## config.mk

```make
export PLATFORM = sky130hd
export DESIGN_NAME = bt_test_payload_generator_flat
export DESIGN_NICKNAME = d
export VERILOG_FILES = /design/src/sv/bt_tpg_pkg.sv /design/src/sv/bt_tpg_in_if.sv /design/src/sv/bt_tpg_out_if.sv /design/src/sv/bt_test_payload_generator.sv /design/src/flat_wrapper.sv
export SDC_FILE = /design/constraint.sdc
export NUM_CORES = 1
export LEC_CHECK = 0
export BUFFER_PORTS_ARGS = -buffer_cell sky130_fd_sc_hd__buf_2
export CAP_MARGIN = 20
export CORE_MARGIN = 8
export CORE_UTILIZATION = 55
export CTS_CLUSTER_DIAMETER = 50
export DETAILED_ROUTE_END_ITERATION = 6
export PLACE_DENSITY = 0.86
export SLEW_MARGIN = 10
export SYNTH_ARGS = -nofsm -noshare
export SYNTH_HDL_FRONTEND = slang
export SYNTH_SLANG_ARGS = --single-unit
```

## constraint.sdc

```tcl
create_clock -name clk -period 8.2 [get_ports clk]
set_input_delay 0.41 -clock clk [delete_from_list [all_inputs] [get_ports clk]]
set_output_delay 0.41 -clock clk [all_outputs]
set_load 0.02 [all_outputs]
```

## src/sv/bt_tpg_pkg.sv

```systemverilog
// Shared types and constants for the test payload generator.
package bt_tpg_pkg;

    // Configuration register map (word index = paddr[3:2]).
    localparam int unsigned APB_ADDR_W = 4;

    typedef logic [1:0] cfg_index_t;

    localparam cfg_index_t REG_PACKET_CODE      = 2'd0;
    localparam cfg_index_t REG_REQUESTED_LENGTH = 2'd1;
    localparam cfg_index_t REG_PATTERN_SELECT   = 2'd2;

    // Result field types.
    typedef logic [3:0] pkt_type_t;
    typedef logic [1:0] hdr_kind_t;
    typedef logic [9:0] pay_len_t;
    typedef logic [9:0] byte_idx_t;

    localparam hdr_kind_t HDR_NONE   = 2'd0;
    localparam hdr_kind_t HDR_SINGLE = 2'd1;
    localparam hdr_kind_t HDR_MULTI  = 2'd2;

    // Rate/variant codes held in the high nibble of packet_code.
    localparam logic [3:0] VAR_0 = 4'h0;
    localparam logic [3:0] VAR_1 = 4'h1;
    localparam logic [3:0] VAR_2 = 4'h2;
    localparam logic [3:0] VAR_3 = 4'h3;

    // Packet type codes held in the low nibble of packet_code.
    localparam pkt_type_t TYPE_NULL  = 4'd0;
    localparam pkt_type_t TYPE_POLL  = 4'd1;
    localparam pkt_type_t TYPE_DM1   = 4'd4;
    localparam pkt_type_t TYPE_EV3B  = 4'd6;
    localparam pkt_type_t TYPE_HV3   = 4'd7;
    localparam pkt_type_t TYPE_DH3B  = 4'd8;
    localparam pkt_type_t TYPE_DH1   = 4'd9;
    localparam pkt_type_t TYPE_DH3C  = 4'd10;
    localparam pkt_type_t TYPE_DM3   = 4'd11;
    localparam pkt_type_t TYPE_EV5B  = 4'd12;
    localparam pkt_type_t TYPE_EV5   = 4'd13;
    localparam pkt_type_t TYPE_DH5B  = 4'd14;
    localparam pkt_type_t TYPE_DH5   = 4'd15;

    // Per-type payload limits in bytes.
    localparam pay_len_t LIM_27   = 10'd27;
    localparam pay_len_t LIM_29   = 10'd29;
    localparam pay_len_t LIM_30   = 10'd30;
    localparam pay_len_t LIM_54   = 10'd54;
    localparam pay_len_t LIM_60   = 10'd60;
    localparam pay_len_t LIM_83   = 10'd83;
    localparam pay_len_t LIM_90   = 10'd90;
    localparam pay_len_t LIM_180  = 10'd180;
    localparam pay_len_t LIM_183  = 10'd183;
    localparam pay_len_t LIM_339  = 10'd339;
    localparam pay_len_t LIM_360  = 10'd360;
    localparam pay_len_t LIM_367  = 10'd367;
    localparam pay_len_t LIM_540  = 10'd540;
    localparam pay_len_t LIM_552  = 10'd552;
    localparam pay_len_t LIM_679  = 10'd679;
    localparam pay_len_t LIM_1021 = 10'd1021;

    // Largest length any packet type can resolve to.
    localparam int unsigned MAX_TYPE_LEN = 1021;

    // Pattern select codes.
    localparam logic [7:0] PAT_ZEROS  = 8'd1;
    localparam logic [7:0] PAT_ONES   = 8'd2;
    localparam logic [7:0] PAT_ALT    = 8'd3;
    localparam logic [7:0] PAT_PRBS9  = 8'd4;
    localparam logic [7:0] PAT_NIBBLE = 8'd9;

    localparam logic [7:0] BYTE_ZEROS  = 8'h00;
    localparam logic [7:0] BYTE_ONES   = 8'hFF;
    localparam logic [7:0] BYTE_ALT    = 8'h55;
    localparam logic [7:0] BYTE_NIBBLE = 8'h0F;

    localparam logic [7:0] PRBS_SEED = 8'hFF;

endpackage

```

## src/sv/bt_tpg_in_if.sv

```systemverilog
// Request channel: one transaction asks for the next payload byte.
interface bt_tpg_in_if;
    logic valid;
    logic ready;
    logic restart;

    modport source (output valid, output restart, input ready);
    modport sink   (input valid, input restart, output ready);
endinterface

```

## src/sv/bt_tpg_out_if.sv

```systemverilog
// Result channel: one transaction carries one payload byte and its framing.
interface bt_tpg_out_if;
    logic                  valid;
    logic                  ready;
    bt_tpg_pkg::pkt_type_t resolved_type;
    bt_tpg_pkg::hdr_kind_t header_kind;
    bt_tpg_pkg::pay_len_t  payload_length;
    bt_tpg_pkg::byte_idx_t byte_index;
    logic [7:0]            payload_byte;
    logic                  byte_valid;
    logic                  last_byte;

    modport source (output valid, output resolved_type, output header_kind,
                    output payload_length, output byte_index, output payload_byte,
                    output byte_valid, output last_byte, input ready);
    modport sink   (input valid, input resolved_type, input header_kind,
                    input payload_length, input byte_index, input payload_byte,
                    input byte_valid, input last_byte, output ready);
endinterface

```

## src/sv/bt_test_payload_generator.sv

```systemverilog
// Top level of the transmitter test payload generator.
//
// Usage: program packet_code, requested_length and pattern_select over the
// APB port (byte addresses 0, 4 and 8) while the block is idle. Each
// transaction on in_ch requests the next payload byte; restart = 1 reloads
// the PRBS9 sequence and the byte index before that byte is produced. Each
// request yields exactly one transaction on out_ch carrying the resolved
// packet type, header kind, clamped length, the byte index and the byte.
// Requests past the end of the payload report byte_valid = 0 and do not
// advance the index.
//
// A request passes through the request register and then the result
// register before its result appears on out_ch. While out_ch does not
// stall, the throughput is one transaction per cycle; the eight-step
// PRBS9 update is unrolled between the registers, so a byte is produced
// every cycle. When out_ch stalls, the result register holds and the
// request register still absorbs one more request before in_ch.ready drops.
//
// Reset clears the configuration registers to zero, seeds the PRBS register
// with all ones and its output bit with one, sets the index to zero and
// empties both pipeline registers.
module bt_test_payload_generator #(
    parameter int unsigned PAYLOAD_BUFFER_BYTES = 1024
) (
    input  logic                              clk,
    input  logic                              rst_n,
    bt_tpg_in_if.sink                         in_ch,
    bt_tpg_out_if.source                      out_ch,
    input  logic                              psel,
    input  logic                              penable,
    input  logic                              pwrite,
    input  logic [bt_tpg_pkg::APB_ADDR_W-1:0] paddr,
    input  logic [31:0]                       pwdata,
    output logic [31:0]                       prdata,
    output logic                              pready
);

    localparam int unsigned LEN_MAX = (PAYLOAD_BUFFER_BYTES > bt_tpg_pkg::MAX_TYPE_LEN) ?
                                      PAYLOAD_BUFFER_BYTES : bt_tpg_pkg::MAX_TYPE_LEN;
    localparam int unsigned LEN_W   = $clog2(LEN_MAX + 1);
    localparam logic [LEN_W-1:0] BUF_LEN = LEN_W'(PAYLOAD_BUFFER_BYTES);

    // Configuration registers.
    logic [7:0]  packet_code_reg;
    logic [15:0] requested_length_reg;
    logic [7:0]  pattern_select_reg;

    bt_tpg_pkg::cfg_index_t cfg_idx;
    logic                   cfg_write;

    // Generator state.
    logic [7:0]            prbs_reg,     prbs_next;
    logic                  prbs_bit_reg, prbs_bit_next;
    bt_tpg_pkg::byte_idx_t idx_reg,      idx_next;

    // Pipeline.
    logic s1_valid_reg;
    logic s1_restart_reg;
    logic s1_fire;
    logic out_valid_reg;

    // Resolution results.
    bt_tpg_pkg::pkt_type_t res_type;
    bt_tpg_pkg::hdr_kind_t res_hdr;
    bt_tpg_pkg::pay_len_t  res_len;

    // Per-byte results.
    bt_tpg_pkg::byte_idx_t cur_idx;
    logic [7:0]            cur_byte;
    logic                  cur_valid;
    logic                  cur_last;

    //------------------------------------------------------------------
    // APB configuration port.
    //------------------------------------------------------------------
    assign pready    = 1'b1;
    assign cfg_idx   = paddr[3:2];
    assign cfg_write = psel && penable && pwrite && pready;

    always_ff @(posedge clk or negedge rst_n)
    begin
        if (!rst_n)
        begin
            packet_code_reg      <= '0;
            requested_length_reg <= '0;
            pattern_select_reg   <= '0;
        end
        else if (cfg_write)
        begin
            case (cfg_idx)
                bt_tpg_pkg::REG_PACKET_CODE:      packet_code_reg      <= pwdata[7:0];
                bt_tpg_pkg::REG_REQUESTED_LENGTH: requested_length_reg <= pwdata[15:0];
                bt_tpg_pkg::REG_PATTERN_SELECT:   pattern_select_reg   <= pwdata[7:0];
                default:                          ;
            endcase
        end
    end

    always_comb
    begin
        case (cfg_idx)
            bt_tpg_pkg::REG_PACKET_CODE:      prdata = {24'd0, packet_code_reg};
            bt_tpg_pkg::REG_REQUESTED_LENGTH: prdata = {16'd0, requested_length_reg};
            bt_tpg_pkg::REG_PATTERN_SELECT:   prdata = {24'd0, pattern_select_reg};
            default:                          prdata = '0;
        endcase
    end

    //------------------------------------------------------------------
    // Packet type, header kind and length resolution.
    //------------------------------------------------------------------
    always_comb
    begin
        logic [3:0]       type_code;
        logic [3:0]       var_code;
        logic [LEN_W-1:0] req_len;
        logic [LEN_W-1:0] len;
        logic [LEN_W-1:0] lim_ext;
        bt_tpg_pkg::pay_len_t  lim;
        bt_tpg_pkg::hdr_kind_t hdr;
        logic ok;
        logic esco;
        logic zero_len;
        logic fixed_len;
        logic pat_ok;

        type_code = packet_code_reg[3:0];
        var_code  = packet_code_reg[7:4];
        ok        = 1'b1;
        esco      = 1'b0;
        zero_len  = 1'b0;
        fixed_len = 1'b0;
        hdr       = bt_tpg_pkg::HDR_NONE;
        lim       = '0;

        // Requests beyond the buffer are trimmed first.
        if (requested_length_reg > 16'(BUF_LEN))
            req_len = BUF_LEN;
        else
            req_len = LEN_W'(requested_length_reg);

        case (type_code)
            bt_tpg_pkg::TYPE_NULL, bt_tpg_pkg::TYPE_POLL:
                zero_len = 1'b1;
            bt_tpg_pkg::TYPE_DM1:
                if (var_code == bt_tpg_pkg::VAR_0)
                begin
                    hdr = bt_tpg_pkg::HDR_SINGLE;
                    lim = bt_tpg_pkg::LIM_27;
                end
                else if (var_code == bt_tpg_pkg::VAR_2)
                begin
                    hdr = bt_tpg_pkg::HDR_MULTI;
                    lim = bt_tpg_pkg::LIM_54;
                end
                else
                    ok = 1'b0;
            bt_tpg_pkg::TYPE_EV3B:
                if (var_code == bt_tpg_pkg::VAR_3)
                begin
                    esco = 1'b1;
                    lim  = bt_tpg_pkg::LIM_60;
                end
                else
                    ok = 1'b0;
            bt_tpg_pkg::TYPE_HV3:
                if (var_code == bt_tpg_pkg::VAR_0)
                    fixed_len = 1'b1;
                else if (var_code == bt_tpg_pkg::VAR_1)
                begin
                    esco = 1'b1;
                    lim  = bt_tpg_pkg::LIM_30;
                end
                else if (var_code == bt_tpg_pkg::VAR_3)
                begin
                    esco = 1'b1;
                    lim  = bt_tpg_pkg::LIM_90;
                end
                else
                    ok = 1'b0;
            bt_tpg_pkg::TYPE_DH3B:
                if (var_code == bt_tpg_pkg::VAR_2)
                begin
                    hdr = bt_tpg_pkg::HDR_MULTI;
                    lim = bt_tpg_pkg::LIM_83;
                end
                else
                    ok = 1'b0;
            bt_tpg_pkg::TYPE_DH1:
                if (var_code == bt_tpg_pkg::VAR_0 || var_code == bt_tpg_pkg::VAR_2)
                begin
                    hdr = bt_tpg_pkg::HDR_SINGLE;
                    lim = bt_tpg_pkg::LIM_29;
                end
                else
                    ok = 1'b0;
            bt_tpg_pkg::TYPE_DH3C:
                if (var_code == bt_tpg_pkg::VAR_2)
                begin
                    hdr = bt_tpg_pkg::HDR_MULTI;
                    lim = bt_tpg_pkg::LIM_367;
                end
                else
                    ok = 1'b0;
            bt_tpg_pkg::TYPE_DM3:
                if (var_code == bt_tpg_pkg::VAR_0)
                begin
                    hdr = bt_tpg_pkg::HDR_MULTI;
                    lim = bt_tpg_pkg::LIM_183;
                end
                else if (var_code == bt_tpg_pkg::VAR_2)
                begin
                    hdr = bt_tpg_pkg::HDR_MULTI;
                    lim = bt_tpg_pkg::LIM_552;
                end
                else
                    ok = 1'b0;
            bt_tpg_pkg::TYPE_EV5B:
                if (var_code == bt_tpg_pkg::VAR_3)
                begin
                    esco = 1'b1;
                    lim  = bt_tpg_pkg::LIM_360;
                end
                else
                    ok = 1'b0;
            bt_tpg_pkg::TYPE_EV5:
                if (var_code == bt_tpg_pkg::VAR_1)
                begin
                    esco = 1'b1;
                    lim  = bt_tpg_pkg::LIM_180;
                end
                else if (var_code == bt_tpg_pkg::VAR_3)
                begin
                    esco = 1'b1;
                    lim  = bt_tpg_pkg::LIM_540;
                end
                else
                    ok = 1'b0;
            bt_tpg_pkg::TYPE_DH5B:
                if (var_code == bt_tpg_pkg::VAR_2)
                begin
                    hdr = bt_tpg_pkg::HDR_MULTI;
                    lim = bt_tpg_pkg::LIM_679;
                end
                else
                    ok = 1'b0;
            bt_tpg_pkg::TYPE_DH5:
                if (var_code == bt_tpg_pkg::VAR_0)
                begin
                    hdr = bt_tpg_pkg::HDR_MULTI;
                    lim = bt_tpg_pkg::LIM_339;
                end
                else if (var_code == bt_tpg_pkg::VAR_2)
                begin
                    hdr = bt_tpg_pkg::HDR_MULTI;
                    lim = bt_tpg_pkg::LIM_1021;
                end
                else
                    ok = 1'b0;
            default:
                ok = 1'b0;
        endcase

        lim_ext = LEN_W'(lim);
        len     = req_len;
        if (zero_len)
            len = '0;
        if (fixed_len)
            len = LEN_W'(bt_tpg_pkg::LIM_30);

        // eSCO types fill an empty or oversized request with the full size.
        if (ok && lim != '0)
        begin
            if (esco)
            begin
                if (len > lim_ext || len == '0)
                    len = lim_ext;
            end
            else if (len > lim_ext)
                len = lim_ext;
        end

        if (!ok)
        begin
            type_code = '0;
            hdr       = bt_tpg_pkg::HDR_NONE;
            len       = '0;
        end

        if (len > BUF_LEN)
            len = BUF_LEN;

        pat_ok = pattern_select_reg inside {bt_tpg_pkg::PAT_ZEROS, bt_tpg_pkg::PAT_ONES,
                                            bt_tpg_pkg::PAT_ALT, bt_tpg_pkg::PAT_PRBS9,
                                            bt_tpg_pkg::PAT_NIBBLE};
        if (len != '0 && !pat_ok)
        begin
            type_code = '0;
            hdr       = bt_tpg_pkg::HDR_NONE;
            len       = '0;
        end

        res_type = type_code;
        res_hdr  = hdr;
        res_len  = bt_tpg_pkg::pay_len_t'(len);
    end

    //------------------------------------------------------------------
    // Byte generation and state update for the request in stage 1.
    //------------------------------------------------------------------
    always_comb
    begin
        logic [7:0] lfsr;
        logic       obit;
        logic       fb;
        logic [7:0] prbs_byte;

        cur_idx = s1_restart_reg ? '0 : idx_reg;
        lfsr    = s1_restart_reg ? bt_tpg_pkg::PRBS_SEED : prbs_reg;
        obit    = s1_restart_reg ? 1'b1 : prbs_bit_reg;

        prbs_next     = lfsr;
        prbs_bit_next = obit;

        // Eight PRBS9 steps; the output bit acts as the ninth register stage.
        prbs_byte = '0;
        for (int i = 0; i < 8; i++)
        begin
            prbs_byte[i] = obit;
            fb           = lfsr[4] ^ obit;
            obit         = lfsr[7];
            lfsr         = {lfsr[6:0], fb};
        end

        cur_valid = cur_idx < res_len;
        cur_last  = cur_valid && ({1'b0, cur_idx} + 11'd1 == {1'b0, res_len});

        case (pattern_select_reg)
            bt_tpg_pkg::PAT_ZEROS:  cur_byte = bt_tpg_pkg::BYTE_ZEROS;
            bt_tpg_pkg::PAT_ONES:   cur_byte = bt_tpg_pkg::BYTE_ONES;
            bt_tpg_pkg::PAT_ALT:    cur_byte = bt_tpg_pkg::BYTE_ALT;
            bt_tpg_pkg::PAT_NIBBLE: cur_byte = bt_tpg_pkg::BYTE_NIBBLE;
            bt_tpg_pkg::PAT_PRBS9:  cur_byte = prbs_byte;
            default:                cur_byte = bt_tpg_pkg::BYTE_ZEROS;
        endcase
        if (!cur_valid)
            cur_byte = bt_tpg_pkg::BYTE_ZEROS;

        if (cur_valid && pattern_select_reg == bt_tpg_pkg::PAT_PRBS9)
        begin
            prbs_next     = lfsr;
            prbs_bit_next = obit;
        end

        // The index stays below the length, so it cannot wrap here.
        idx_next = cur_valid ? cur_idx + 10'd1 : cur_idx;
    end

    //------------------------------------------------------------------
    // Pipeline control.
    //------------------------------------------------------------------
    assign s1_fire      = s1_valid_reg && (!out_valid_reg || out_ch.ready);
    assign in_ch.ready  = !s1_valid_reg || s1_fire;
    assign out_ch.valid = out_valid_reg;

    always_ff @(posedge clk or negedge rst_n)
    begin
        if (!rst_n)
        begin
            s1_valid_reg  <= 1'b0;
            out_valid_reg <= 1'b0;
            prbs_reg      <= bt_tpg_pkg::PRBS_SEED;
            prbs_bit_reg  <= 1'b1;
            idx_reg       <= '0;
        end
        else
        begin
            if (in_ch.ready)
                s1_valid_reg <= in_ch.valid;
            if (s1_fire)
            begin
                out_valid_reg <= 1'b1;
                prbs_reg      <= prbs_next;
                prbs_bit_reg  <= prbs_bit_next;
                idx_reg       <= idx_next;
            end
            else if (out_ch.ready)
                out_valid_reg <= 1'b0;
        end
    end

    always_ff @(posedge clk)
    begin
        if (in_ch.valid && in_ch.ready)
            s1_restart_reg <= in_ch.restart;
        if (s1_fire)
        begin
            out_ch.resolved_type  <= res_type;
            out_ch.header_kind    <= res_hdr;
            out_ch.payload_length <= res_len;
            out_ch.byte_index     <= cur_idx;
            out_ch.payload_byte   <= cur_byte;
            out_ch.byte_valid     <= cur_valid;
            out_ch.last_byte      <= cur_last;
        end
    end

`ifndef SYNTHESIS
    // A valid byte always lies inside the resolved payload.
    assert property (@(posedge clk) disable iff (!rst_n)
        out_valid_reg && out_ch.byte_valid |-> out_ch.byte_index < out_ch.payload_length)
        else $error("valid byte outside payload length");

    // The final byte flag only appears on a valid byte.
    assert property (@(posedge clk) disable iff (!rst_n)
        out_valid_reg && out_ch.last_byte |-> out_ch.byte_valid)
        else $error("last_byte set on an invalid byte");

    // Bytes past the end are reported as zero.
    assert property (@(posedge clk) disable iff (!rst_n)
        out_valid_reg && !out_ch.byte_valid |-> out_ch.payload_byte == 8'h00)
        else $error("invalid byte is not zero");

    // The index never runs beyond the largest possible payload.
    assert property (@(posedge clk) disable iff (!rst_n)
        idx_reg <= 10'(bt_tpg_pkg::MAX_TYPE_LEN))
        else $error("byte index ran past the longest payload");

    // Generator state only moves when a request moves into the result register.
    assert property (@(posedge clk) disable iff (!rst_n)
        !s1_fire |=> $stable(idx_reg) && $stable(prbs_reg))
        else $error("generator state changed without a transaction");
`endif

endmodule
```

## src/flat_wrapper.sv

```systemverilog
// flat-port wrapper written by rule: the top's interface ports become plain ports
module bt_test_payload_generator_flat 
#(
    parameter int unsigned PAYLOAD_BUFFER_BYTES = 1024
)
  (clk, rst_n, psel, penable, pwrite, paddr, pwdata, prdata, pready, in_ch_valid, in_ch_restart, in_ch_ready, out_ch_valid, out_ch_resolved_type, out_ch_header_kind, out_ch_payload_length, out_ch_byte_index, out_ch_payload_byte, out_ch_byte_valid, out_ch_last_byte, out_ch_ready);
  bt_tpg_in_if in_ch_i ();
  bt_tpg_out_if out_ch_i ();
  input  logic clk;
  input  logic rst_n;
  input  logic psel;
  input  logic penable;
  input  logic pwrite;
  input  logic [bt_tpg_pkg::APB_ADDR_W-1:0] paddr;
  input  logic [31:0] pwdata;
  output logic [31:0] prdata;
  output logic pready;
  input wire logic [$bits(in_ch_i.valid)-1:0] in_ch_valid;
  input wire logic [$bits(in_ch_i.restart)-1:0] in_ch_restart;
  output wire logic [$bits(in_ch_i.ready)-1:0] in_ch_ready;
  output wire logic [$bits(out_ch_i.valid)-1:0] out_ch_valid;
  output wire logic [$bits(out_ch_i.resolved_type)-1:0] out_ch_resolved_type;
  output wire logic [$bits(out_ch_i.header_kind)-1:0] out_ch_header_kind;
  output wire logic [$bits(out_ch_i.payload_length)-1:0] out_ch_payload_length;
  output wire logic [$bits(out_ch_i.byte_index)-1:0] out_ch_byte_index;
  output wire logic [$bits(out_ch_i.payload_byte)-1:0] out_ch_payload_byte;
  output wire logic [$bits(out_ch_i.byte_valid)-1:0] out_ch_byte_valid;
  output wire logic [$bits(out_ch_i.last_byte)-1:0] out_ch_last_byte;
  input wire logic [$bits(out_ch_i.ready)-1:0] out_ch_ready;
  assign in_ch_i.valid = in_ch_valid;
  assign in_ch_i.restart = in_ch_restart;
  assign in_ch_ready = in_ch_i.ready;
  assign out_ch_valid = out_ch_i.valid;
  assign out_ch_resolved_type = out_ch_i.resolved_type;
  assign out_ch_header_kind = out_ch_i.header_kind;
  assign out_ch_payload_length = out_ch_i.payload_length;
  assign out_ch_byte_index = out_ch_i.byte_index;
  assign out_ch_payload_byte = out_ch_i.payload_byte;
  assign out_ch_byte_valid = out_ch_i.byte_valid;
  assign out_ch_last_byte = out_ch_i.last_byte;
  assign out_ch_i.ready = out_ch_ready;
  bt_test_payload_generator #(.PAYLOAD_BUFFER_BYTES(PAYLOAD_BUFFER_BYTES)) u_core (.clk(clk), .rst_n(rst_n), .in_ch(in_ch_i), .out_ch(out_ch_i), .psel(psel), .penable(penable), .pwrite(pwrite), .paddr(paddr), .pwdata(pwdata), .prdata(prdata), .pready(pready));
endmodule
```

## Word-level counts from Yosys, hierarchy flattened

Index checks and enable logic that the tools add are counted.

| word-level totals | value |
|---|---|
| output and inout bits | 71 |
| register bits after elaboration | 90 |
| logic and storage cells | 141 |

| cells by class | value |
|---|---|
| multiplexer cells | 55 |
| bitwise gates (word level) | 9 |
| eq/ne operators | 23 |
| magnitude comparators | 4 |
| reductions and logical operators | 32 |
| $add $sub $neg | 2 |

Operator list:

| cell | count |
|---|---|
| two-way mux 10 bit | 13 |
| case mux 10 bit (11 select lines) | 1 |
| two-way mux 11 bit | 9 |
| case mux 16 bit (3 select lines) | 1 |
| equality test 4 bit, second input constant | 8 |
| case mux 8 bit (4 select lines) | 1 |
| two-way mux 9 bit | 2 |
| equality test 8 x 2 -> 1 bit, second input constant | 2 |
| greater-than comparator 16 x 11 -> 1 bit, second input constant | 1 |
| two-way mux 8 bit | 2 |
| two-way mux 1 bit | 15 |
| two-way mux 7 bit | 2 |
| equality test 4 x 3 -> 1 bit, second input constant | 3 |
| two-way mux 6 bit | 2 |
| adder 10 x 1 -> 11 bit, second input constant | 1 |
| equality test 11 x 10 -> 1 bit | 1 |
| greater-than comparator 11 x 10 -> 1 bit | 1 |
| greater-than comparator 11 bit, second input constant | 1 |
| zero test 11 bit | 1 |
| nonzero test 11 bit | 1 |
| adder 10 x 1 -> 10 bit, second input constant | 1 |
| < comparator 10 bit | 1 |
| nonzero test 10 bit | 1 |
| equality test 4 x 1 -> 1 bit, second input constant | 2 |
| 23 further kinds | 52 |

## Longest topological paths before layout

Gate-level depths: netlist of run 1.

| depth | value |
|---|---|
| depth after elaboration | 19 |
| gate-level depth with buffers | 30 |
| mapped depth without buffers | 26 |

## Least setup slack after synthesis of run 1

OpenSTA, ideal clock, no wires.

| timing path | value |
|---|---|
| path type | reg2reg |
| from | reg u_core.requested_length_reg[15] |
| to | reg u_core.prbs_reg[1] |
| arrival time | 6.081 ns |
| library setup time | 0.095 ns |
| stages on the path, launching flop included | 26 |
| clock period less this slack | 6.176 ns |
| buffers on the path | 0 |
| setup slack | 2.024 ns |
| cells stage by stage | dfrtp_1 or4_4 or2_2 a2111oi_2 and2_1 ha_1 a21o_1 a221oi_1 o31ai_1 a31oi_2 o31ai_4 a21oi_2 a2bb2oi_1 nand3_1 ha_1 nor2b_1 o21a_1 o21a_1 o211ai_1 a21o_1 a21boi_0 o21a_1 or3b_2 or2_2 nor3_1 a211oi_1 |

| between the ends | value |
|---|---|
| cells in the longest elaborated chain, start to end | 18 |

Ends and longest elaborated chain:

| what | RTL line | RTL |
|---|---|---|
| from (decl) | bt_test_payload_generator.sv:45 | `logic [15:0] requested_length_reg;` |
| from (signal assigned) | bt_test_payload_generator.sv:92 | `bt_tpg_pkg::REG_REQUESTED_LENGTH: requested_length_reg <= pwdata[15:0];` |
| greater-than comparator 16 x 11 -> 1 bit * | bt_test_payload_generator.sv:137 | `if (requested_length_reg > 16'(BUF_LEN))` |
| two-way mux 11 bit * | bt_test_payload_generator.sv:137 |  |
| two-way mux 11 bit * | bt_test_payload_generator.sv:266 | `if (zero_len)` |
| two-way mux 11 bit * | bt_test_payload_generator.sv:268 | `if (fixed_len)` |
| greater-than comparator 11 x 10 -> 1 bit / zero test 11 bit (equally long branches) | bt_test_payload_generator.sv:276, bt_test_payload_generator.sv:279 |  |
| logical OR 1 bit | bt_test_payload_generator.sv:276 | `if (len > lim_ext \|\| len == '0)` |
| two-way mux 11 bit | bt_test_payload_generator.sv:276 |  |
| two-way mux 11 bit | bt_test_payload_generator.sv:274 | `if (esco)` |
| [2 not listed] | -- |  |
| greater-than comparator 11 bit | bt_test_payload_generator.sv:290 | `if (len > BUF_LEN)` |
| two-way mux 11 bit * | bt_test_payload_generator.sv:290 |  |
| nonzero test 11 bit | bt_test_payload_generator.sv:296 | `if (len != '0 && !pat_ok)` |
| logical AND 1 bit | bt_test_payload_generator.sv:296 |  |
| two-way mux 10 bit * | bt_test_payload_generator.sv:296 |  |
| < comparator 10 bit * | bt_test_payload_generator.sv:335 | `cur_valid = cur_idx < res_len;` |
| logical AND 1 bit * | bt_test_payload_generator.sv:349 | `if (cur_valid && pattern_select_reg == bt_tpg_pkg::PAT_PRBS9)` |
| two-way mux 8 bit * | bt_test_payload_generator.sv:349 |  |
| to (signal assigned) | bt_test_payload_generator.sv:372 | `prbs_reg <= bt_tpg_pkg::PRBS_SEED;` |
| to (signal assigned) | bt_test_payload_generator.sv:383 | `prbs_reg <= prbs_next;` |
| to (decl) | bt_test_payload_generator.sv:52 | `logic [7:0] prbs_reg, prbs_next;` |

Every way passes the cells marked *; elsewhere a longest branch is shown, timed or not.
A chain may end at the register's enable or synchronous reset.

## Final worst setup path of run 1

Same ends and word-level chain as after synthesis.

==> results of run 1 <==
stage by stage:
step	utilization, %	hold slack [ns]	cells	cell area [sq um]
6_report	62.2	0.145	834	6650
4_1_cts	62.1	0.159	833	6650
5_1_grt	62.2	0.193	834	6650
3_3_place_gp	60.1	0.475	817	6430
2_1_floorplan	-	0.114	631	6010
3_5_place_dp	60.1	0.496	817	6430
cells in the mapped netlist, types with 3 or more instances:
library cell	n	area [sq um]
inv_1	21	78.8
a21o_1	10	75.1
clkbuf_1	22	82.6
a22o_1	4	35.0
o21a_1	5	37.5
nand4b_1	4	35.0
a21oi_1	26	130
nand3b_1	5	37.5
xor2_1	8	70.1
nand2_1	45	169
mux2_2	33	372
a31oi_1	5	31.3
nor2b_1	20	125
buf_4	17	128
nor2_1	47	176
nor3_1	18	90.1
dfrtp_1	44	1100
nand2b_1	10	62.6
edfxtp_1	37	1110
a221oi_1	3	26.3
o21ai_0	39	195
buf_2	3	15.0
nor3b_1	3	22.5
o22ai_1	5	31.3
and2_1	21	131
and3_1	9	56.3
mux2i_1	13	130
o22a_1	5	43.8
a211oi_1	9	67.6
dfstp_2	9	236
or2_2	3	18.8
o32ai_1	4	35.0
nand4_1	3	18.8
xnor2_1	15	131
ha_1	20	250
nand3_1	11	55.1
nor4_1	7	43.8
o211ai_1	3	22.5
or3_1	3	18.8
power groups by stage:
stage	registers (mW)	clock network, mW	logic (mW)
global placement	0.622	0	0.500
CTS	0.619	0.340	0.521
detailed placement	0.628	0	0.517
floorplan	0.612	0	0.396
finish	0.624	0.336	0.527
global route	0.632	0.359	0.578
critical path: stages, from the launching register on:
cell and delay, ns:
dfrtp_1 0.40, or4_4 0.59, or2_2 0.32, a2111oi_2 0.79, and2_1 0.23, ha_1 0.25, and3_1 0.21, a221oi_1 0.28
o31ai_1 0.14, a31oi_2 0.26, o31ai_4 0.15, a21oi_2 0.36, a2bb2oi_1 0.31, nand3_1 0.22, ha_1 0.33, nor2b_1 0.13
o21a_1 0.16, o21a_1 0.16, o211ai_1 0.16, a21o_1 0.14, a21boi_0 0.09, o21a_1 0.23, or3b_2 0.58, or2_2 0.36
nor3_1 0.19, a211oi_1 0.08
routing by layer:
| metal | wire (um) | up-vias |
|---|---|---|
| met5 | 0 | - |
| met4 | 280 | 0 |
| met3 | 1200 | 31 |
| met2 | 7190 | 227 |
| met1 | 6440 | 2400 |
| li1 | - | 2369 |
kinds of logic (layout without fill, tap and decap cells):
kind of cell             count (synthesis)  count (layout)  synth area share [%]
AO/OA/AOI/OAI                          146             146                  17.1
XOR/XNOR                                23              23                  3.39
adder cells (fa/ha/maj)                 20              20                  4.21
buffers and inverters                   66             129                  5.30
flip-flops                              90              90                  41.2
multiplexers                            46              46                  8.43
other                                    2              17                 0.126
AND/OR/NAND/NOR                        223             223                  20.3
path summary, 6_finish.rpt:
check | endpoint | slack [ns] | cells past startpoint
worst max-delay path | u_core.prbs_reg[1] | 1.02 | 25
worst min-delay path | u_core.idx_reg[0] | 0.14 | 2
worst max register to register | u_core.prbs_reg[1] | 1.02 | 25
worst min register to register | u_core.out_ch.valid | 0.50 | 1
max in group asynchronous | u_core.requested_length_reg[5] | 7.58 | 2
min in group clk | u_core.s1_restart_reg | 0.20 | 1
cell type report:
cell class	instances	share of cell area [%]
Clock buffer	10	1.92
Clock inverter	6	1.34
Inverter	22	1.24
Multi-Input combinational cell	475	48.8
Sequential cell	90	36.8
Tap cell	140	2.63
Timing Repair Buffer	91	7.26
==> reports/metrics.yaml, run 1 <==
status: "finished clean"
num_rows: 38
hold_class: "in2async"
grt_max_degree: 54
cts_inserted_buffers: 9
cts.hold.buffers_added: 0
period_needed_ns: 7.18
netlist_instances: 616
p_switching_mw: 0.570
start_util_pct: 55.6
worstPathArrival_ns: 7.48
clock_power_share_pct: 22.6
internal-power_mw: 0.916
vias: 5027
critPathRequiredTime_ns: 8.50
switching_share_pct: 38.4
async_flop_share_pct: 58.9
cts_setup_buffers: 0
critPathLaunch: "u_core.requested_length_reg[15]"
grt_remaining_overflow: 0
cp_max_fo: 12
nFillCells: 901
mostFrequentLayoutCells: "80 x buf_2, 47 x nor2_1, 45 x nand2_1, 44 x dfrtp_1, 39 x o21ai_0"
synthFlopType: "dfrtp_1"
cts_resized: 0
setup.worst_path.class: "reg2reg"
largest_reg_flops: 16
coreArea_sq_mm: 0.0107
met3_usage_pct: 5.17
die_w_um: 120
antenna_found_initial: 0
clock_latency_ns: 0.38
p_leak_nw: 2.90
preCtsSetupSlack_ns: 1.08
dr.pass1.iters: 5
multi_input_area_sq_mm: 0.00325
setup_ws_ns: 1.02
viasPerCell: 6.03
power_frac_seq_pct: 42.0
drc: 0
r2r_start: "u_core.requested_length_reg[15]"
setup_viol: 0
die_y_um: 120
avgSynthCellArea_sq_um: 9.66
ys_ff_latch: 90
port_buffers: 79
fin_nets: 753
cts-root-buf: "clkbuf_8"
routed_wl_um: 15100
ctsLongestPathBuffers: 2
rsz0062_at_grt: "false"
period_share_pct: 87.6
ant_nets: 0
maxCapViolCount: 0
p_total_mw: 1.49
grt.total_usage_pct: 21.1
wl_per_cell_um: 18.1
die_area_sq_mm: 0.0144
power_per_cell_area_mw_per_mm2: 223
tightest_slew_ns: 0.845
gp_congestion: 0.913
clock_skew_ns: 0.0129
cts_sinks: 90
top_usage_layer: "met2"
grtUsageMet1_pct: 27.8
cts_tree: "yes"
grt_pass1_wl_um: 24800
cp-end-kind: "register"
io-pin-count: 115
synth.cell_area_sq_mm: 0.00595
vdd_drop_max_uv: 138
cp-start-kind: "register"
dpl.hpwl_um: 11200
tns_ns: 0
hold_violations: 0
synth.distinct_cells: 76
use_met2_pct: 33.3
combPwrFrac_pct: 35.4
drive_above_1_share_pct: 24.2
relSlewSlack_pct: 43.6
yosys_warnings: 0
n_antenna_cell: 0
timing.fmax_ghz: 0.139
regArea_sq_mm: 0.00245
htreeDepth: 3
final_common_cell: "buf_2"
synth_edf_count: 37
yosysSeqAreaShare_pct: 41.2
clk_pin_slew_ns: 0.09
drv_slew: 0
grt_pass1_vias: 4832
drtIter0Drc: 433
synthToLayoutAreaGrowth_pct: 11.8
(Power assumes the default switching activity.)
==> run 2, diff against run 1 <==
CORE_UTILIZATION = 51   (was 55)
PLACE_DENSITY = 0.84   (was 0.86)
clock period = 5.9 ns   (was 8.2 ns; I/O delays follow)
==> run 2 against run 1 <==
Wire length is 14% higher. Core utilization grew 3.5 points. Cell count rose by 7.1%. Clock power grew 92%. Global-route usage rose by 0.94 points. Register-to-register slack worse by 0.97 ns. Critical path depth grew 5. Non-clock buffer count rose by 56. Sequential power is 36% higher. Fmax up 23%. Setup slack got worse by 0.97 ns. Clock-buffer cell count unchanged. Critical path type unchanged. Highest routed layer unchanged.
==> reports/metrics.yaml, run 2 (synthesized netlist as in run 1, its figures left out) <==
status: "finished clean"
cp_max_fo: 6
mostFrequentLayoutCells: "80 x buf_2, 61 x buf_4, 45 x nor2_1, 44 x nand2_1, 41 x dfrtp_1"
maxCapViolCount: 0
hold_class: "in2async"
use_met2_pct: 35.1
grt.total_usage_pct: 22.0
cts-root-buf: "clkbuf_16"
coreArea_sq_mm: 0.0114
fin_nets: 809
critPathRequiredTime_ns: 6.13
cp-start-kind: "register"
period_share_pct: 99.2
rsz0062_at_grt: "true"
dr.pass1.iters: 5
die_area_sq_mm: 0.0154
drtIter0Drc: 526
grt_max_degree: 54
clock_latency_ns: 0.35
drive_above_1_share_pct: 34.9
viasPerCell: 6.01
cp-end-kind: "register"
port_buffers: 79
whs_ns: 0.0476
tightest_slew_ns: 0.739
routed_wl_um: 17200
slowest_delay_ns: 0.55
num_rows: 39
largest_reg_flops: 16
synthToLayoutAreaGrowth_pct: 26.1
htreeDepth: 3
drc: 0
cts_inserted_buffers: 9
relSlewSlack_pct: 50.6
regArea_sq_mm: 0.00245
antenna_found_initial: 0
p_leak_nw: 3.30
hold_violations: 0
vias: 5369
io-pin-count: 115
setup_ws_ns: 0.0458
dp.cells: 860
crit_path_top_delay_cell: "or4_4"
ctsLongestPathBuffers: 2
power_per_cell_area_mw_per_mm2: 333
top_usage_layer: "met2"
preCtsSetupSlack_ns: -0.202
final_cells: 893
n_antenna_cell: 0
grt_pass1_wl_um: 26900
gp_congestion: 0.937
timing.fmax_ghz: 0.171
vdd_drop_max_uv: 181
wl_per_cell_um: 19.3
grt_pass1_vias: 5352
grtUsageMet1_pct: 28.9
met3_usage_pct: 3.94
cts_tree: "yes"
period_needed_ns: 5.85
clock_skew_ns: 0.0141
final_common_cell: "buf_2"
clk_pin_slew_ns: 0.07
worstPathArrival_ns: 6.08
multi_input_area_sq_mm: 0.00350
die_w_um: 124
grt_remaining_overflow: 0
cts_sinks: 90
dpl.hpwl_um: 12100
ant_nets: 0
setup.worst_path.class: "reg2reg"
nFillCells: 865
setup_viol: 0
start_util_pct: 52.1
drv_slew: 0
die_y_um: 124
[run 2: cell types whose count changed in the layout (fill, tap and decap cells not counted), sizes merged]
cell / change
buf: +55
inv: +1
clkinvlp: -1
clkbuf: +1
[run 2: final cells by class]
type                    instances  share of cell area (%)
inverters                      22                    1.10
multi-input cells             475                    46.7
flip-flops and latches         90                    32.7
clock inverters                 6                    1.30
well taps                     143                    2.39
repair buffers                147                    12.6
clock buffers                  10                    3.19
[run 2: report_power, final]
group	switching, mW	internal [mW]
Clock	0.256	0.389
Sequential	0.0971	0.750
Combinational	0.563	0.445
[run 2: stage by stage]
step / TNS, ns / total power [mW] / utilization, % / instance area (sq um)
finish: 0 / 2.50 / 65.7 / 7500
global route: -1.76 / 2.61 / 65.7 / 7500
CTS: 0 / 2.39 / 63.4 / 7240
detailed placement: -1.88 / 1.71 / 59.4 / 6780
global placement: -0.0127 / 1.68 / 59.4 / 6780
floorplan: 0 / 1.42 / - / 6040
[run 2: critical path, delay by kind of cell (launching register included)]
kind / cells / cell delay, ns
and+or+nand+nor: 13 / 2.54
AOI/OAI and AO/OA: 8 / 1.22
buffers and inverters: 6 / 0.86
adders and majority gates: 2 / 0.45
DFF: 1 / 0.40
muxes: 1 / 0.26
[run 2: path summary, 6_finish.rpt]
kind,from,end,slack [ns],cells past startpoint
setup / recovery,u_core.requested_length_reg[15],u_core.out_ch.last_byte,0.05,30
setup reg to reg,u_core.requested_length_reg[15],u_core.out_ch.last_byte,0.05,30
hold / removal,rst_n,u_core.idx_reg[3],0.05,2
max in group asynchronous,rst_n,u_core.packet_code_reg[3],5.33,2
hold reg to reg,u_core.s1_valid_reg,u_core.out_ch.valid,0.50,1
min in group clk,in_ch_restart,u_core.s1_restart_reg,0.12,1
[run 2: repair_timing]
action,4_1_cts,5_1_grt
resized for setup,18,33
pin swaps,8,8
endpoints found under the setup margin,23,27
cloned,0,1
buffers inserted,5,10
hold buffers,0,0
[run 2: metal layers]
layer / routed length [um] / part of all wire [%]
met1: 7430 / 43
met2: 8240 / 48
met3: 1150 / 6.7
met4: 432 / 2.5
met5: 0 / 0
==> run 3, diff against run 2 <==
CORE_UTILIZATION = 44   (was 51)
PLACE_DENSITY = 0.75   (was 0.84)
==> run 3 against run 2 <==
First-iteration DRC count down 51%. Cell area is 0.33% lower. Fmax increased by 2.0%. Total power shrank 4.9%. Setup slack improved by 0.12 ns.
==> reports/metrics.yaml, run 3 (synthesized netlist as in run 1, its figures left out) <==
status: "finished clean"
period_needed_ns: 5.74
cp_max_fo: 5
gp_congestion: 0.925
rsz0062_at_grt: "true"
nFillCells: 1204
ant_nets: 0
vias: 5206
num_rows: 42
clk_pin_slew_ns: 0.08
cp-end-kind: "register"
largest_reg_flops: 16
clock_skew_ns: 0.0111
crit_path_top_delay_cell: "or4_4"
die_area_sq_mm: 0.0175
grt.total_usage_pct: 18.5
cp-start-kind: "register"
tns_ns: 0
dr.pass1.iters: 5
tightest_slew_ns: 0.906
setup_viol: 0
die_w_um: 132
cts_inserted_buffers: 9
clock_latency_ns: 0.36
viasPerCell: 5.62
drtIter0Drc: 258
vdd_drop_max_uv: 190
p_leak_nw: 3.29
hold_violations: 0
htreeDepth: 3
die_y_um: 132
io-pin-count: 115
multi_input_area_sq_mm: 0.00348
critPathRequiredTime_ns: 6.21
wl_per_cell_um: 17.7
setup.worst_path.class: "reg2reg"
relSlewSlack_pct: 39.6
timing.fmax_ghz: 0.174
cts.hold.buffers_added: 0
cts-root-buf: "clkbuf_16"
fin_nets: 810
cp_common_cell: "o21a_1"
cts_tree: "yes"
start_util_pct: 44.9
drc: 0
grt_pass1_vias: 5230
design_area_sq_mm: 0.00748
drive_above_1_share_pct: 34.2
synthToLayoutAreaGrowth_pct: 25.7
placed_area_sq_mm: 0.00688
slowest_delay_ns: 0.54
final_common_cell: "buf_2"
hold_class: "in2async"
grt_remaining_overflow: 0
crit_family: "simple AND/OR/NAND/NOR gates"
power_per_cell_area_mw_per_mm2: 318
regArea_sq_mm: 0.00245
period_share_pct: 97.2
port_buffers: 79
antenna_found_initial: 0
routed_wl_um: 16400
crit_buf_inv: 3
n_antenna_cell: 0
drv_slew: 0
grt_pass1_wl_um: 26400
mostFrequentLayoutCells: "80 x buf_2, 63 x buf_4, 46 x nor2_1, 44 x nand2_1, 44 x dfrtp_1"
cts_sinks: 90
dpl.hpwl_um: 12300
coreArea_sq_mm: 0.0132
p_total_mw: 2.38
grt_max_degree: 54
worstPathArrival_ns: 6.05
maxCapViolCount: 0
ctsLongestPathBuffers: 2
run 3: metrics by stage:
step | util, % | worst slack, ns | cells | hold slack (ns)
6_report | 56.5 | 0.162 | 927 | 0.0379
5_1_grt | 56.5 | -0.117 | 927 | 0.102
4_1_cts | 54.5 | 0.00487 | 920 | 0.0688
3_5_place_dp | 51.9 | -0.0997 | 902 | 0.454
3_3_place_gp | 51.9 | 0.00929 | 902 | 0.447
2_1_floorplan | - | 0.0602 | 631 | -0.000591
run 3: worst reg2reg max path: stages (launching register included):
cell and delay, ns:
dfrtp_1 0.39, or4_4 0.54, or2_4 0.27, a2111oi_4 0.31, and2_4 0.23, ha_4 0.21
and3_4 0.19, and3_1 0.22, nand2_1 0.10, and2b_1 0.22, mux2i_4 0.22, buf_4 0.17
and3_1 0.17, a31oi_1 0.06, nor2_1 0.21, ha_2 0.25, nor2b_4 0.04, o21a_1 0.16
o21a_1 0.17, o211ai_1 0.16, a21o_1 0.18, a21boi_2 0.06, o21a_1 0.19, or3b_4 0.42
buf_8 0.15, a21oi_2 0.13, buf_4 0.15, o22a_1 0.14
run 3: worst paths after layout:
path | to | cells past startpoint | slack, ns | start
max | u_core.prbs_reg[6] | 27 | 0.16 | u_core.requested_length_reg[15]
min | u_core.idx_reg[2] | 2 | 0.04 | rst_n
max reg2reg | u_core.prbs_reg[6] | 27 | 0.16 | u_core.requested_length_reg[15]
min reg2reg | u_core.out_ch.valid | 1 | 0.51 | u_core.s1_valid_reg
max in group asynchronous | u_core.pattern_select_reg[7] | 2 | 5.38 | rst_n
min in group clk | u_core.s1_restart_reg | 1 | 0.11 | in_ch_restart
run 3: area by class of cell:
type	count	share of cell area (%)
multi-input combinational	475	46.5
clock buffer	9	3.01
tap	176	2.95
sequential	90	32.8
inverter	22	1.10
timing repair buffer	148	12.7
clock inverter	7	0.971
run 3: metal layers:
metal / vias up / track usage, % / share of wire (%)
met1: 2527 / 23.5 / 45
met4: 0 / 6.69 / 1.7
met5: - / 0 / 0
met3: 24 / 4.50 / 5.8
li1: 2480 / - / -
met2: 175 / 29.9 / 48
run 3: timing repair:
item / CTS / global route
gates resized for setup: 5 / 40
gates cloned: 0 / 1
setup buffers: 2 / 5
endpoints found under the setup margin: 14 / 26
pin swaps: 5 / 11
run 3: where the power goes:
| part | internal, mW | switching (mW) | total, mW |
|---|---|---|---|
| Combinational | 0.430 | 0.543 | 0.973 |
| Clock | 0.298 | 0.269 | 0.567 |
| Sequential | 0.749 | 0.0869 | 0.836 |
| Total | 1.48 | 0.899 | 2.38 |
